**config.mk**
```make
export PLATFORM = sky130hd
export DESIGN_NAME = sensor_command_frame_responder_unit_flat
export DESIGN_NICKNAME = d
export VERILOG_FILES = /design/src/rtl/scfr_pkg.sv /design/src/rtl/scfr_if.sv /design/src/rtl/scfr_digit.sv /design/src/rtl/sensor_command_frame_responder_unit.sv /design/src/flat_wrapper.sv
export SDC_FILE = /design/constraint.sdc
export NUM_CORES = 1
export LEC_CHECK = 0
export BUFFER_PORTS_ARGS = -buffer_cell sky130_fd_sc_hd__buf_2
export CAP_MARGIN = 5
export CELL_PAD_IN_SITES_DETAIL_PLACEMENT = 2
export CELL_PAD_IN_SITES_GLOBAL_PLACEMENT = 2
export CORE_MARGIN = 2
export CORE_UTILIZATION = 40
export DETAILED_ROUTE_END_ITERATION = 8
export GPL_ROUTABILITY_DRIVEN = 0
export GPL_TIMING_DRIVEN = 0
export HOLD_SLACK_MARGIN = 0.02
export PLACE_DENSITY_LB_ADDON = 0.1
export SYNTH_ARGS = -nofsm -noshare
export SYNTH_HDL_FRONTEND = slang
export SYNTH_SLANG_ARGS = --single-unit
```
**constraint.sdc**
```tcl
create_clock -name i_clk -period 12.95 [get_ports i_clk]
set_input_delay 1.9425 -clock i_clk [delete_from_list [all_inputs] [get_ports i_clk]]
set_output_delay 1.9425 -clock i_clk [all_outputs]
set_load 0.02 [all_outputs]
```
**src/rtl/scfr_pkg.sv**
```systemverilog
// package: types and constants of the sensor command frame responder
package scfr_pkg;

    localparam int unsigned ResultLimit = 54;

    localparam logic [7:0] ChA    = 8'h41;
    localparam logic [7:0] ChP    = 8'h50;
    localparam logic [7:0] ChL    = 8'h4C;
    localparam logic [7:0] ChR    = 8'h52;
    localparam logic [7:0] ChT    = 8'h74;
    localparam logic [7:0] ChH    = 8'h68;
    localparam logic [7:0] ChC    = 8'h63;
    localparam logic [7:0] ChZero = 8'h30;
    localparam logic [7:0] ChHash = 8'h23;
    localparam logic [7:0] ChBang = 8'h21;
    localparam logic [7:0] ChPlus = 8'h2B;
    localparam logic [7:0] ChMin  = 8'h2D;

    localparam logic [1:0] StOk     = 2'd0;
    localparam logic [1:0] StSum    = 2'd1;
    localparam logic [1:0] StEnd    = 2'd2;
    localparam logic [1:0] StUnkn   = 2'd3;

    localparam logic RegStart = 1'b0;
    localparam logic RegEnd   = 1'b1;

    typedef enum logic [2:0] {
        PH_HUNT = 3'd0,
        PH_CMD  = 3'd1,
        PH_SID  = 3'd2,
        PH_D0   = 3'd3,
        PH_D1   = 3'd4,
        PH_D2   = 3'd5,
        PH_END  = 3'd6
    } t_phase;

    // kind of one response field queued for the emitter
    typedef enum logic [2:0] {
        FK_CHAR   = 3'd0,
        FK_SIGNED = 3'd1,
        FK_CO2    = 3'd2,
        FK_SUM    = 3'd3
    } t_fkind;

    // split a value below 256 into three decimal digits
    function automatic logic [11:0] dec3(input logic [7:0] v);
        logic [3:0]  h;
        logic [7:0]  r;
        logic [3:0]  t;
        logic [15:0] p;
        logic [7:0]  o;
        begin
            h = (v >= 8'd200) ? 4'd2 : (v >= 8'd100) ? 4'd1 : 4'd0;
            r = v - ((h == 4'd2) ? 8'd200 : (h == 4'd1) ? 8'd100 : 8'd0);
            // reciprocal multiply, exact below 1029
            p = {8'd0, r} * 16'd205;
            t = 4'(p >> 11);
            o = r - ({4'd0, t} * 8'd10);
            dec3 = {h, t, o[3:0]};
        end
    endfunction

    function automatic logic [7:0] sat99(input logic signed [7:0] v);
        sat99 = (v > 8'sd99) ? 8'sd99 : (v < -8'sd99) ? -8'sd99 : v;
    endfunction

endpackage

```
**src/rtl/scfr_if.sv**
```systemverilog
// interfaces: valid/ready stream channels and the register write channel
interface scfr_in_if;
    logic        valid;
    logic        ready;
    logic [7:0]  rx_byte;
    logic signed [7:0] temperature;
    logic signed [7:0] humidity;
    logic [14:0] co2_level;
    modport source (output valid, rx_byte, temperature, humidity, co2_level, input ready);
    modport sink   (input valid, rx_byte, temperature, humidity, co2_level, output ready);
endinterface

interface scfr_out_if;
    logic       valid;
    logic       ready;
    logic [7:0] tx_byte;
    logic [1:0] status;
    logic       last;
    modport source (output valid, tx_byte, status, last, input ready);
    modport sink   (input valid, tx_byte, status, last, output ready);
endinterface

interface scfr_cfg_if;
    logic       valid;
    logic       ready;
    logic       index;
    logic [7:0] data;
    modport source (output valid, index, data, input ready);
    modport sink   (input valid, index, data, output ready);
endinterface

```
**src/rtl/scfr_digit.sv**
```systemverilog
// shared digit unit: decimal digits of a value, most significant first, by repeated subtraction; a load restarts it
module scfr_digit (
    input  logic        i_clk,
    input  logic        i_rst_n,
    input  logic        i_load,
    input  logic [14:0] i_value,
    input  logic [13:0] i_power,
    input  logic        i_step,
    output logic [3:0]  o_digit,
    output logic        o_done
);
    import scfr_pkg::*;

    logic [14:0] r_rem, n_rem;
    logic [13:0] r_pow, n_pow;
    logic [3:0]  r_dig, n_dig;
    logic        r_busy, n_busy;

    always_comb begin
        n_rem  = r_rem;
        n_pow  = r_pow;
        n_dig  = r_dig;
        n_busy = r_busy;
        if (i_load) begin
            n_rem  = i_value;
            n_pow  = i_power;
            n_dig  = '0;
            n_busy = 1'b1;
        end else if (r_busy && r_rem >= {1'b0, r_pow}) begin
            n_rem = r_rem - {1'b0, r_pow};
            n_dig = r_dig + 4'd1;
        end else if (i_step) begin
            n_dig = '0;
            unique case (r_pow)
                14'd10000: n_pow = 14'd1000;
                14'd1000:  n_pow = 14'd100;
                14'd100:   n_pow = 14'd10;
                14'd10:    n_pow = 14'd1;
                default:   n_busy = 1'b0;
            endcase
        end
    end

    assign o_digit = r_dig;
    assign o_done  = r_busy && (r_rem < {1'b0, r_pow});

    always_ff @(posedge i_clk) begin
        if (!i_rst_n) begin
            r_busy <= 1'b0;
        end else begin
            r_busy <= n_busy;
        end
        r_rem <= n_rem;
        r_pow <= n_pow;
        r_dig <= n_dig;
    end
endmodule

```
**src/rtl/sensor_command_frame_responder_unit.sv**
```systemverilog
// top level: frame parser, history rings and response sequencer
//   channel | dir | fields
//   in      | in  | rx_byte, temperature, humidity, co2_level
//   out     | out | tx_byte, status, last
//   cfg     | in  | index (0 start symbol, 1 end symbol), data
// a byte that gives no response leaves the sequencer idle; an error word is
// registered from the error state once the output is free; a response is the
// frame open byte, then each field in turn, with the decimal digits of signed
// and CO2 fields counted out by the shared digit unit
// input ready only while the sequencer is idle and no output word is pending; output stalls hold the word
// synchronous reset clears parser and rings and sets the symbol registers to '#' and '!'
module sensor_command_frame_responder_unit #(
    parameter int unsigned HISTORY_DEPTH = 3
) (
    input  logic i_clk,
    input  logic i_rst_n,
    scfr_in_if.sink    in_ch,
    scfr_out_if.source out_ch,
    scfr_cfg_if.sink   cfg_ch
);
    import scfr_pkg::*;

    localparam int unsigned SW = (HISTORY_DEPTH > 1) ? $clog2(HISTORY_DEPTH) : 1;

    typedef enum logic [6:0] {
        S_IDLE  = 7'b0000001,
        S_ITEM  = 7'b0000010,
        S_LOAD  = 7'b0000100,
        S_DIG   = 7'b0001000,
        S_OUT   = 7'b0010000,
        S_NEXT  = 7'b0100000,
        S_ERR   = 7'b1000000
    } t_state;

    // response field list, one entry per program step
    localparam int unsigned MaxF = 32;
    t_fkind      r_fk   [MaxF];
    logic [14:0] r_fv   [MaxF];
    logic [5:0]  r_nf, r_fi;

    t_state      r_st;
    t_phase      r_ph;
    logic [7:0]  r_start, r_end, r_cmd, r_sid;
    logic [23:0] r_digits;
    logic [7:0]  r_tr [HISTORY_DEPTH];
    logic [7:0]  r_hr [HISTORY_DEPTH];
    logic [14:0] r_cr [HISTORY_DEPTH];
    logic [SW-1:0] r_ts, r_hs, r_cs;
    logic [7:0]  r_sum;
    logic [5:0]  r_cnt;
    logic [2:0]  r_sub;
    logic [7:0]  r_ob;
    logic [1:0]  r_ost;
    logic        r_olast, r_ovalid;
    logic [11:0] r_d3;

    logic        dig_load, dig_step, dig_done;
    logic [3:0]  dig_val;
    logic [14:0] dig_in;
    logic [13:0] dig_pow;

    scfr_digit u_digit (
        .i_clk, .i_rst_n,
        .i_load(dig_load), .i_value(dig_in), .i_power(dig_pow),
        .i_step(dig_step), .o_digit(dig_val), .o_done(dig_done)
    );

    function automatic logic [SW-1:0] nxt(input logic [SW-1:0] s);
        nxt = (32'(s) + 1 >= HISTORY_DEPTH) ? '0 : SW'(32'(s) + 1);
    endfunction

    // ring entry j places after slot s
    function automatic logic [SW-1:0] ring_at(input logic [SW-1:0] s, input int unsigned j);
        logic [SW+1:0] k;
        k = (SW+2)'(s) + (SW+2)'(j);
        ring_at = (k >= (SW+2)'(HISTORY_DEPTH)) ? SW'(k - (SW+2)'(HISTORY_DEPTH)) : SW'(k);
    endfunction

    logic in_acc, cfg_acc, out_acc, free, emit_w;
    assign free    = !r_ovalid || out_ch.ready;
    assign in_acc  = in_ch.valid && in_ch.ready;
    assign cfg_acc = cfg_ch.valid && cfg_ch.ready;
    assign out_acc = out_ch.valid && out_ch.ready;
    assign emit_w  = free && (r_st == S_ERR || r_st == S_NEXT || r_st == S_OUT);
    assign in_ch.ready  = (r_st == S_IDLE) && !r_ovalid;
    assign cfg_ch.ready = 1'b1;
    assign out_ch.valid   = r_ovalid;
    assign out_ch.tx_byte = r_ob;
    assign out_ch.status  = r_ost;
    assign out_ch.last    = r_olast;

    // current field
    t_fkind      fk;
    logic [14:0] fv;
    logic        is_final;
    assign fk = r_fk[r_fi[4:0]];
    assign fv = r_fv[r_fi[4:0]];
    // number of bytes of the current field
    logic [2:0] flen;
    always_comb begin
        unique case (fk)
            FK_CHAR:   flen = 3'd1;
            FK_SIGNED: flen = 3'd3;
            FK_CO2:    flen = 3'd6;
            default:   flen = 3'd4;
        endcase
    end
    logic [5:0] cnt_n;
    assign cnt_n = r_cnt + 6'd1;
    assign is_final = (cnt_n == 6'(ResultLimit)) ||
        ((r_fi + 6'd1 == r_nf) && (r_sub + 3'd1 == flen));

    logic [7:0] mag;
    assign mag = fv[7] ? 8'(-fv[7:0]) : fv[7:0];

    assign dig_load = (r_st == S_LOAD);
    assign dig_in   = (fk == FK_CO2) ? fv : {7'd0, mag};
    assign dig_pow  = (fk == FK_CO2) ? 14'd10000 : 14'd10;
    assign dig_step = (r_st == S_OUT) && free && (r_sub != 3'd0);

    logic [7:0] ob;
    logic       body;
    always_comb begin
        ob = ChZero;
        body = 1'b1;
        unique case (fk)
            FK_CHAR: ob = fv[7:0];
            FK_SIGNED: ob = (r_sub == 3'd0) ? (fv[7] ? ChMin : ChPlus)
                                            : (ChZero + 8'(dig_val));
            FK_CO2: ob = (r_sub == 3'd0) ? ChPlus : (ChZero + 8'(dig_val));
            default: begin
                body = 1'b0;
                unique case (r_sub)
                    3'd0: ob = ChZero + 8'(r_d3[11:8]);
                    3'd1: ob = ChZero + 8'(r_d3[7:4]);
                    3'd2: ob = ChZero + 8'(r_d3[3:0]);
                    default: ob = ChBang;
                endcase
            end
        endcase
    end

    logic [7:0] t_in, h_in;
    assign t_in = sat99(in_ch.temperature);
    assign h_in = sat99(in_ch.humidity);

    logic [7:0] want_sum;
    logic [11:0] want_d;
    assign want_sum = r_cmd + ((r_cmd == ChP) ? r_sid : 8'd0);
    assign want_d   = dec3(want_sum);

    always_ff @(posedge i_clk) begin
        if (!i_rst_n) begin
            r_st <= S_IDLE;
            r_ph <= PH_HUNT;
            r_start <= 8'd35;
            r_end <= 8'd33;
            r_cmd <= '0;
            r_sid <= '0;
            r_digits <= '0;
            r_ts <= '0; r_hs <= '0; r_cs <= '0;
            for (int i = 0; i < HISTORY_DEPTH; i++) begin
                r_tr[i] <= '0; r_hr[i] <= '0; r_cr[i] <= '0;
            end
            r_ovalid <= 1'b0;
            r_nf <= '0;
        end else begin
            if (out_acc && !emit_w) r_ovalid <= 1'b0;
            if (cfg_acc) begin
                if (cfg_ch.index == RegStart) r_start <= cfg_ch.data;
                else r_end <= cfg_ch.data;
            end
            unique case (r_st)
                S_IDLE: if (in_acc && in_ch.rx_byte != 8'd0) begin
                    unique case (r_ph)
                        PH_HUNT: if (in_ch.rx_byte == r_start) r_ph <= PH_CMD;
                        PH_CMD: begin
                            r_digits <= '0;
                            if (in_ch.rx_byte == ChA || in_ch.rx_byte == ChL ||
                                in_ch.rx_byte == ChR) begin
                                r_cmd <= in_ch.rx_byte;
                                r_ph <= PH_D0;
                            end else if (in_ch.rx_byte == ChP) begin
                                r_cmd <= in_ch.rx_byte;
                                r_ph <= PH_SID;
                            end else begin
                                r_ph <= PH_HUNT;
                                r_ost <= StUnkn;
                                r_st <= S_ERR;
                            end
                        end
                        PH_SID: begin
                            r_sid <= in_ch.rx_byte;
                            r_ph <= PH_D0;
                        end
                        PH_D0: begin r_digits <= {r_digits[15:0], in_ch.rx_byte}; r_ph <= PH_D1; end
                        PH_D1: begin r_digits <= {r_digits[15:0], in_ch.rx_byte}; r_ph <= PH_D2; end
                        PH_D2: begin r_digits <= {r_digits[15:0], in_ch.rx_byte}; r_ph <= PH_END; end
                        default: begin
                            r_ph <= PH_HUNT;
                            // check checksum and end symbol, then build the field program for this command
                            if (r_digits != {ChZero + 8'(want_d[11:8]),
                                             ChZero + 8'(want_d[7:4]),
                                             ChZero + 8'(want_d[3:0])}) begin
                                r_ost <= StSum; r_st <= S_ERR;
                            end else if (in_ch.rx_byte != r_end) begin
                                r_ost <= StEnd; r_st <= S_ERR;
                            end else if (r_cmd == ChA) begin
                                r_st <= S_ITEM;
                                r_tr[r_ts] <= t_in; r_ts <= nxt(r_ts);
                                r_hr[r_hs] <= h_in; r_hs <= nxt(r_hs);
                                r_cr[r_cs] <= in_ch.co2_level; r_cs <= nxt(r_cs);
                                r_fk[0] <= FK_CHAR;   r_fv[0] <= {7'd0, ChA};
                                r_fk[1] <= FK_CHAR;   r_fv[1] <= {7'd0, ChT};
                                r_fk[2] <= FK_SIGNED; r_fv[2] <= {7'd0, t_in};
                                r_fk[3] <= FK_CHAR;   r_fv[3] <= {7'd0, ChH};
                                r_fk[4] <= FK_SIGNED; r_fv[4] <= {7'd0, h_in};
                                r_fk[5] <= FK_CHAR;   r_fv[5] <= {7'd0, ChC};
                                r_fk[6] <= FK_CO2;    r_fv[6] <= in_ch.co2_level;
                                r_fk[7] <= FK_SUM;    r_fv[7] <= '0;
                                r_nf <= 6'd8;
                            end else if (r_cmd == ChP && (r_sid == ChT || r_sid == ChH ||
                                                          r_sid == ChC)) begin
                                r_st <= S_ITEM;
                                r_fk[0] <= FK_CHAR; r_fv[0] <= {7'd0, ChP};
                                r_fk[1] <= FK_CHAR; r_fv[1] <= {7'd0, r_sid};
                                r_fk[3] <= FK_SUM;  r_fv[3] <= '0;
                                r_nf <= 6'd4;
                                if (r_sid == ChT) begin
                                    r_tr[r_ts] <= t_in; r_ts <= nxt(r_ts);
                                    r_fk[2] <= FK_SIGNED; r_fv[2] <= {7'd0, t_in};
                                end else if (r_sid == ChH) begin
                                    r_hr[r_hs] <= h_in; r_hs <= nxt(r_hs);
                                    r_fk[2] <= FK_SIGNED; r_fv[2] <= {7'd0, h_in};
                                end else begin
                                    r_cr[r_cs] <= in_ch.co2_level; r_cs <= nxt(r_cs);
                                    r_fk[2] <= FK_CO2; r_fv[2] <= in_ch.co2_level;
                                end
                            end else if (r_cmd == ChP) begin
                                r_ost <= StUnkn; r_st <= S_ERR;
                            end else if (r_cmd == ChL) begin
                                r_st <= S_ITEM;
                                for (int g = 0; g < 3; g++) begin
                                    r_fk[g*(HISTORY_DEPTH+3)]   <= FK_CHAR;
                                    r_fv[g*(HISTORY_DEPTH+3)]   <= {7'd0, ChL};
                                    r_fk[g*(HISTORY_DEPTH+3)+1] <= FK_CHAR;
                                    r_fv[g*(HISTORY_DEPTH+3)+1] <= {7'd0,
                                        (g == 0) ? ChT : (g == 1) ? ChH : ChC};
                                    r_fk[g*(HISTORY_DEPTH+3)+HISTORY_DEPTH+2] <= FK_SUM;
                                    r_fv[g*(HISTORY_DEPTH+3)+HISTORY_DEPTH+2] <= '0;
                                end
                                for (int j = 0; j < HISTORY_DEPTH; j++) begin
                                    r_fk[2+j] <= FK_SIGNED;
                                    r_fv[2+j] <= {7'd0, r_tr[ring_at(r_ts, j)]};
                                    r_fk[HISTORY_DEPTH+5+j] <= FK_SIGNED;
                                    r_fv[HISTORY_DEPTH+5+j] <=
                                        {7'd0, r_hr[ring_at(r_hs, j)]};
                                    r_fk[2*HISTORY_DEPTH+8+j] <= FK_CO2;
                                    r_fv[2*HISTORY_DEPTH+8+j] <= r_cr[ring_at(r_cs, j)];
                                end
                                r_nf <= 6'(3*HISTORY_DEPTH+9);
                            end else if (r_cmd == ChR) begin
                                r_st <= S_ITEM;
                                for (int i = 0; i < HISTORY_DEPTH; i++) begin
                                    r_tr[i] <= '0; r_hr[i] <= '0; r_cr[i] <= '0;
                                end
                                r_ts <= '0; r_hs <= '0; r_cs <= '0;
                                r_fk[0] <= FK_CHAR; r_fv[0] <= {7'd0, ChR};
                                r_fk[1] <= FK_SUM;  r_fv[1] <= '0;
                                r_nf <= 6'd2;
                            end else begin
                                r_ost <= StUnkn; r_st <= S_ERR;
                            end
                        end
                    endcase
                end
                S_ERR: if (free) begin
                    r_ob <= '0; r_olast <= 1'b1; r_ovalid <= 1'b1;
                    r_st <= S_IDLE;
                end
                S_ITEM: begin
                    r_fi <= '0; r_sub <= '0; r_cnt <= '0; r_sum <= '0;
                    r_st <= (r_nf == 6'd0) ? S_IDLE : S_NEXT;
                end
                S_NEXT: if (free) begin
                    // frame open
                    r_ob <= ChHash; r_ost <= StOk; r_olast <= 1'b0; r_ovalid <= 1'b1;
                    r_cnt <= r_cnt + 6'd1; r_sum <= '0;
                    r_st <= S_LOAD;
                end
                S_LOAD: begin
                    r_d3 <= dec3(r_sum);
                    r_st <= (fk == FK_SIGNED || fk == FK_CO2) ? S_DIG : S_OUT;
                end
                S_DIG: if (dig_done) r_st <= S_OUT;
                default: if (free) begin
                    r_ob <= ob; r_ost <= StOk; r_olast <= is_final; r_ovalid <= 1'b1;
                    r_cnt <= cnt_n;
                    if (body) r_sum <= r_sum + ob;
                    if (is_final) begin
                        r_st <= S_IDLE;
                    end else if (r_sub + 3'd1 == flen) begin
                        r_sub <= '0;
                        r_fi <= r_fi + 6'd1;
                        r_st <= (fk == FK_SUM) ? S_NEXT : S_LOAD;
                    end else begin
                        r_sub <= r_sub + 3'd1;
                        r_st <= (fk == FK_SUM) ? S_OUT : S_DIG;
                    end
                end
            endcase
        end
    end
endmodule

```
**src/flat_wrapper.sv**
```systemverilog
// flat-port wrapper written by rule: the top's interface ports become plain ports
module sensor_command_frame_responder_unit_flat import scfr_pkg::*;
#(
    parameter int unsigned HISTORY_DEPTH = 3
)
  (i_clk, i_rst_n, in_ch_valid, in_ch_rx_byte, in_ch_temperature, in_ch_humidity, in_ch_co2_level, in_ch_ready, out_ch_valid, out_ch_tx_byte, out_ch_status, out_ch_last, out_ch_ready, cfg_ch_valid, cfg_ch_index, cfg_ch_data, cfg_ch_ready);
  scfr_in_if in_ch_i ();
  scfr_out_if out_ch_i ();
  scfr_cfg_if cfg_ch_i ();
  input  logic i_clk;
  input  logic i_rst_n;
  input wire logic [$bits(in_ch_i.valid)-1:0] in_ch_valid;
  input wire logic [$bits(in_ch_i.rx_byte)-1:0] in_ch_rx_byte;
  input wire logic [$bits(in_ch_i.temperature)-1:0] in_ch_temperature;
  input wire logic [$bits(in_ch_i.humidity)-1:0] in_ch_humidity;
  input wire logic [$bits(in_ch_i.co2_level)-1:0] in_ch_co2_level;
  output wire logic [$bits(in_ch_i.ready)-1:0] in_ch_ready;
  output wire logic [$bits(out_ch_i.valid)-1:0] out_ch_valid;
  output wire logic [$bits(out_ch_i.tx_byte)-1:0] out_ch_tx_byte;
  output wire logic [$bits(out_ch_i.status)-1:0] out_ch_status;
  output wire logic [$bits(out_ch_i.last)-1:0] out_ch_last;
  input wire logic [$bits(out_ch_i.ready)-1:0] out_ch_ready;
  input wire logic [$bits(cfg_ch_i.valid)-1:0] cfg_ch_valid;
  input wire logic [$bits(cfg_ch_i.index)-1:0] cfg_ch_index;
  input wire logic [$bits(cfg_ch_i.data)-1:0] cfg_ch_data;
  output wire logic [$bits(cfg_ch_i.ready)-1:0] cfg_ch_ready;
  assign in_ch_i.valid = in_ch_valid;
  assign in_ch_i.rx_byte = in_ch_rx_byte;
  assign in_ch_i.temperature = in_ch_temperature;
  assign in_ch_i.humidity = in_ch_humidity;
  assign in_ch_i.co2_level = in_ch_co2_level;
  assign in_ch_ready = in_ch_i.ready;
  assign out_ch_valid = out_ch_i.valid;
  assign out_ch_tx_byte = out_ch_i.tx_byte;
  assign out_ch_status = out_ch_i.status;
  assign out_ch_last = out_ch_i.last;
  assign out_ch_i.ready = out_ch_ready;
  assign cfg_ch_i.valid = cfg_ch_valid;
  assign cfg_ch_i.index = cfg_ch_index;
  assign cfg_ch_i.data = cfg_ch_data;
  assign cfg_ch_ready = cfg_ch_i.ready;
  sensor_command_frame_responder_unit #(.HISTORY_DEPTH(HISTORY_DEPTH)) u_core (.i_clk(i_clk), .i_rst_n(i_rst_n), .in_ch(in_ch_i), .out_ch(out_ch_i), .cfg_ch(cfg_ch_i));
endmodule
```
==> impl_metrics.yaml <==
power_and_ir_drop:
  p_clk_frac: 0.153
  combPwrFrac: 0.622
  p_leak_nw: 10.26
  sw_frac_of_total: 0.4354
  intPower_mw: 4.962
  power_density_mw_per_mm2: 322.5
  power_mw: 8.790
  irDropWorstVdd_mv: 0.7617
  power.switching_mw: 3.827
  seqPwrFrac: 0.225
sta:
  whs_ns: 0.4614
  final.min_clock_period_ns: 12.16
  setup_viol: 0
  tightest_slew_ns: 1.124
  finalSetupTns_ns: 0
  hold_violations: 0
  rsz0062_at_grt: "no"
  clock_skew_ns: 0.03861
  fin_crit_sh: 0.9393
  relSlewSlack: 0.2509
  fmax_mhz: 82.21
  worst_slack_ns: 0.7859
  slew_violations: 0
worst_setup_path:
  cp-endpoint: "u_core.r_cr[3][10]"
  critPathArrivalTime_ns: 12.47
  r2r_end: "u_core.r_cr[3][10]"
  critPathCaptureType: "flop"
  reg2reg_slack_ns: 0.79
  crit_path_top_delay_cell: "or4_4"
  cp-start-kind: "flop"
  path_delay_family: "adder cells"
  path_class: "reg -> reg"
  path_buf_inv: 11
  crit_path_start: "u_core.r_cmd[0]"
  slowest_delay_ns: 0.59
  cp_max_fo: 10
  r2r_cells: 42
  r2r_start: "u_core.r_cmd[0]"
  worstPathRequired_ns: 13.26
  crit_cells: 42
yosys:
  synth_top_area_cell: "edfxtp_1"
  syn_inst: 2138
  yosysSeqAreaShare: 0.4626
  yosys_warnings: 0
  netlist_area_sq_mm: 0.02430
  syn_nets: 2366
  syn_area_per_cell_sq_um: 11.36
  synthTopCellsByArea: "edfxtp_1 (37%), mux4_2 (9.4%), dfxtp_1 (9.1%)"
  synth_top_cell_area_share: 0.3720
  post_synth_num_cell_types: 90
  synthFlopType: "edfxtp_1"
  async_reset_ff_frac: 0
  ys_ff_latch: 411
  synth_edf_count: 301
routing:
  detail-route-antenna-nets: 0
  wl_mm: 77.13
  viasPerCell: 5.842
  wl_per_cell_um: 25.10
  drc: 0
  dr.pass1.iters: 4
  drt_iter0_drc: 984
  vias: 17950
layout:
  diodes: 0
  final_common_cell: "edfxtp_1"
  fillers: 6042
  nets: 2481
  area_growth_syn_to_layout_pct: 12.16
  final_cell_mix: "edfxtp_1 (301), nor2_1 (177), inv_1 (150), nand2_1 (147), ha_1 (146)"
  drive_above_1_share: 0.1349
  fin_util: 0.4524
floorplan:
  placementRows: 90
  die_height_um: 250.5
  ios: 67
  start_util: 0.4033
  die_area_sq_mm: 0.06273
  dieWidth_um: 250.5
  core_region_area_sq_mm: 0.06025
status:
  status: "finished, final reports clean"
cts:
  clk_pin_slew_ns: 0.06
  cts_tree: "yes"
  cts.sinks: 411
  cts-root-buf: "clkbuf_16"
  htree_levels: 2
  cts_buffers: 47
  clockBufferDepth: 3
  ctsHoldBuffers: 0
  worstSkewPairLatency_ns: 0.61
run:
  max_cap_violations: 0
placed_design:
  dp_hpwl_mm: 58.57
  port_buffers: 59
  dp_slack_ns: 0.2842
global_routing:
  antenna_found_initial: 1
  track_usage: 0.2471
  grt_pass1_wl_mm: 119.5
  grt_max_degree: 47
  grt_pass1_vias: 20060
  gr-total-overflow: 0
worst_hold_path:
  hold_depth: 2
  hold_class: "reg -> reg"
sequential cells by signal, summed over array words and instances, names as in the netlist, 3 cells and up, named ones only:
| register | count |
|---|---|
| u_core.r_end | 8 |
| u_core.r_nf | 4 |
| u_core.r_fi | 6 |
| u_core.r_sum | 8 |
| u_core.r_start | 8 |
| u_core.r_tr | 32 |
| u_core.r_sub | 3 |
| u_core.r_hr | 32 |
| u_core.r_cr | 60 |
| u_core.r_fv | 126 |
| u_core.r_ph | 3 |
| u_core.r_digits | 24 |
| u_core.u_digit.r_pow | 8 |
| u_core.out_ch.tx_byte | 8 |
| u_core.u_digit.r_rem | 15 |
| u_core.r_cmd | 8 |
| u_core.r_d3 | 10 |
| u_core.r_cnt | 6 |
| u_core.r_st | 7 |
| u_core.u_digit.o_digit | 4 |
| u_core.r_fk | 7 |
| u_core.r_sid | 8 |
per-layer routing:
layer / GRT usage / vias to the layer above / share of wire
met5: 0 / - / 0.00017
met4: 0.06895 / 2 / 0.025
met2: 0.4400 / 404 / 0.51
met1: 0.3132 / 9331 / 0.43
met3: 0.03502 / 111 / 0.042
li1: - / 8106 / -
logic make-up (layout without fill, tap and decap cells):
family                   after synthesis  after routing  share of synthesized area
multiplexers                         176            176                     0.1257
AND/OR/NAND/NOR                      669            669                     0.1382
other                                  1              1                  0.0001543
buffers and inverters                254            407                    0.04022
AO/OA/AOI/OAI                        361            361                    0.09949
XOR/XNOR                              91             91                    0.03450
adder cells (fa/ha/maj)              175            175                    0.09907
flip-flops                           411            411                     0.4626
power by group through the flow:
stage / Sequential [mW] / Combinational (mW) / Clock [mW]
2_1_floorplan: 1.99 / 3.91 / 0
3_3_place_gp: 2.00 / 5.11 / 0
3_5_place_dp: 2.01 / 5.49 / 0
4_1_cts: 1.98 / 5.56 / 1.38
5_1_grt: 2.00 / 6.15 / 1.42
6_report: 1.98 / 5.46 / 1.35
timing repair:
item | in CTS | in global routing
setup buffers | 0 | 0
gates resized for setup | 0 | 9
endpoints found under the setup margin | 0 | 188
worst min-delay path, stage by stage, from the launching register on:
cell and delay [ns]:
dfxtp_1 0.31, nand2_1 0.06, a21oi_1 0.05
metrics by stage:
step,cell area (sq um),cells
after floorplan,24300,2138
after global placement,25570,2979
after detailed placement,25640,2983
after CTS,27200,3070
after global routing,27250,3073
final,27250,3073
cell type report:
type,instances,area (sq um),area share
multi-input combinational,1473,12130,0.4450
sequential,411,11240,0.4125
clock buffer,68,1368,0.05018
tap,782,978.4,0.03590
inverter,153,575.6,0.02112
buffer,101,402.9,0.01478
timing repair buffer,66,374.1,0.01373
clock inverter,19,186.4,0.006841
worst min path at each step:
stage	from	to
after floorplan	u_core.r_fv[0][4]	u_core.r_fv[0][4]
after global placement	u_core.r_fv[0][4]	u_core.r_fv[0][4]
after detailed placement	u_core.r_digits[18]	u_core.r_digits[18]
after CTS	u_core.r_digits[22]	u_core.r_digits[22]
after global routing	u_core.r_digits[22]	u_core.r_digits[22]
final	u_core.r_digits[22]	u_core.r_digits[22]
Yosys cell counts, types with 24 or more instances:
| library cell | number |
|---|---|
| nand2b_1 | 26 |
| nand3_1 | 69 |
| nor2_1 | 178 |
| dfxtp_1 | 110 |
| o21ai_0 | 57 |
| nand2_1 | 148 |
| mux2i_1 | 51 |
| and2_1 | 76 |
| ha_1 | 146 |
| mux2_2 | 24 |
| clkbuf_1 | 77 |
| nor3_1 | 47 |
| a22oi_1 | 27 |
| edfxtp_1 | 301 |
| mux4_2 | 101 |
| xnor2_1 | 65 |
| inv_1 | 151 |
| a21oi_1 | 101 |
| fa_1 | 29 |
No activity file was read; power rests on OpenSTA's default activity.
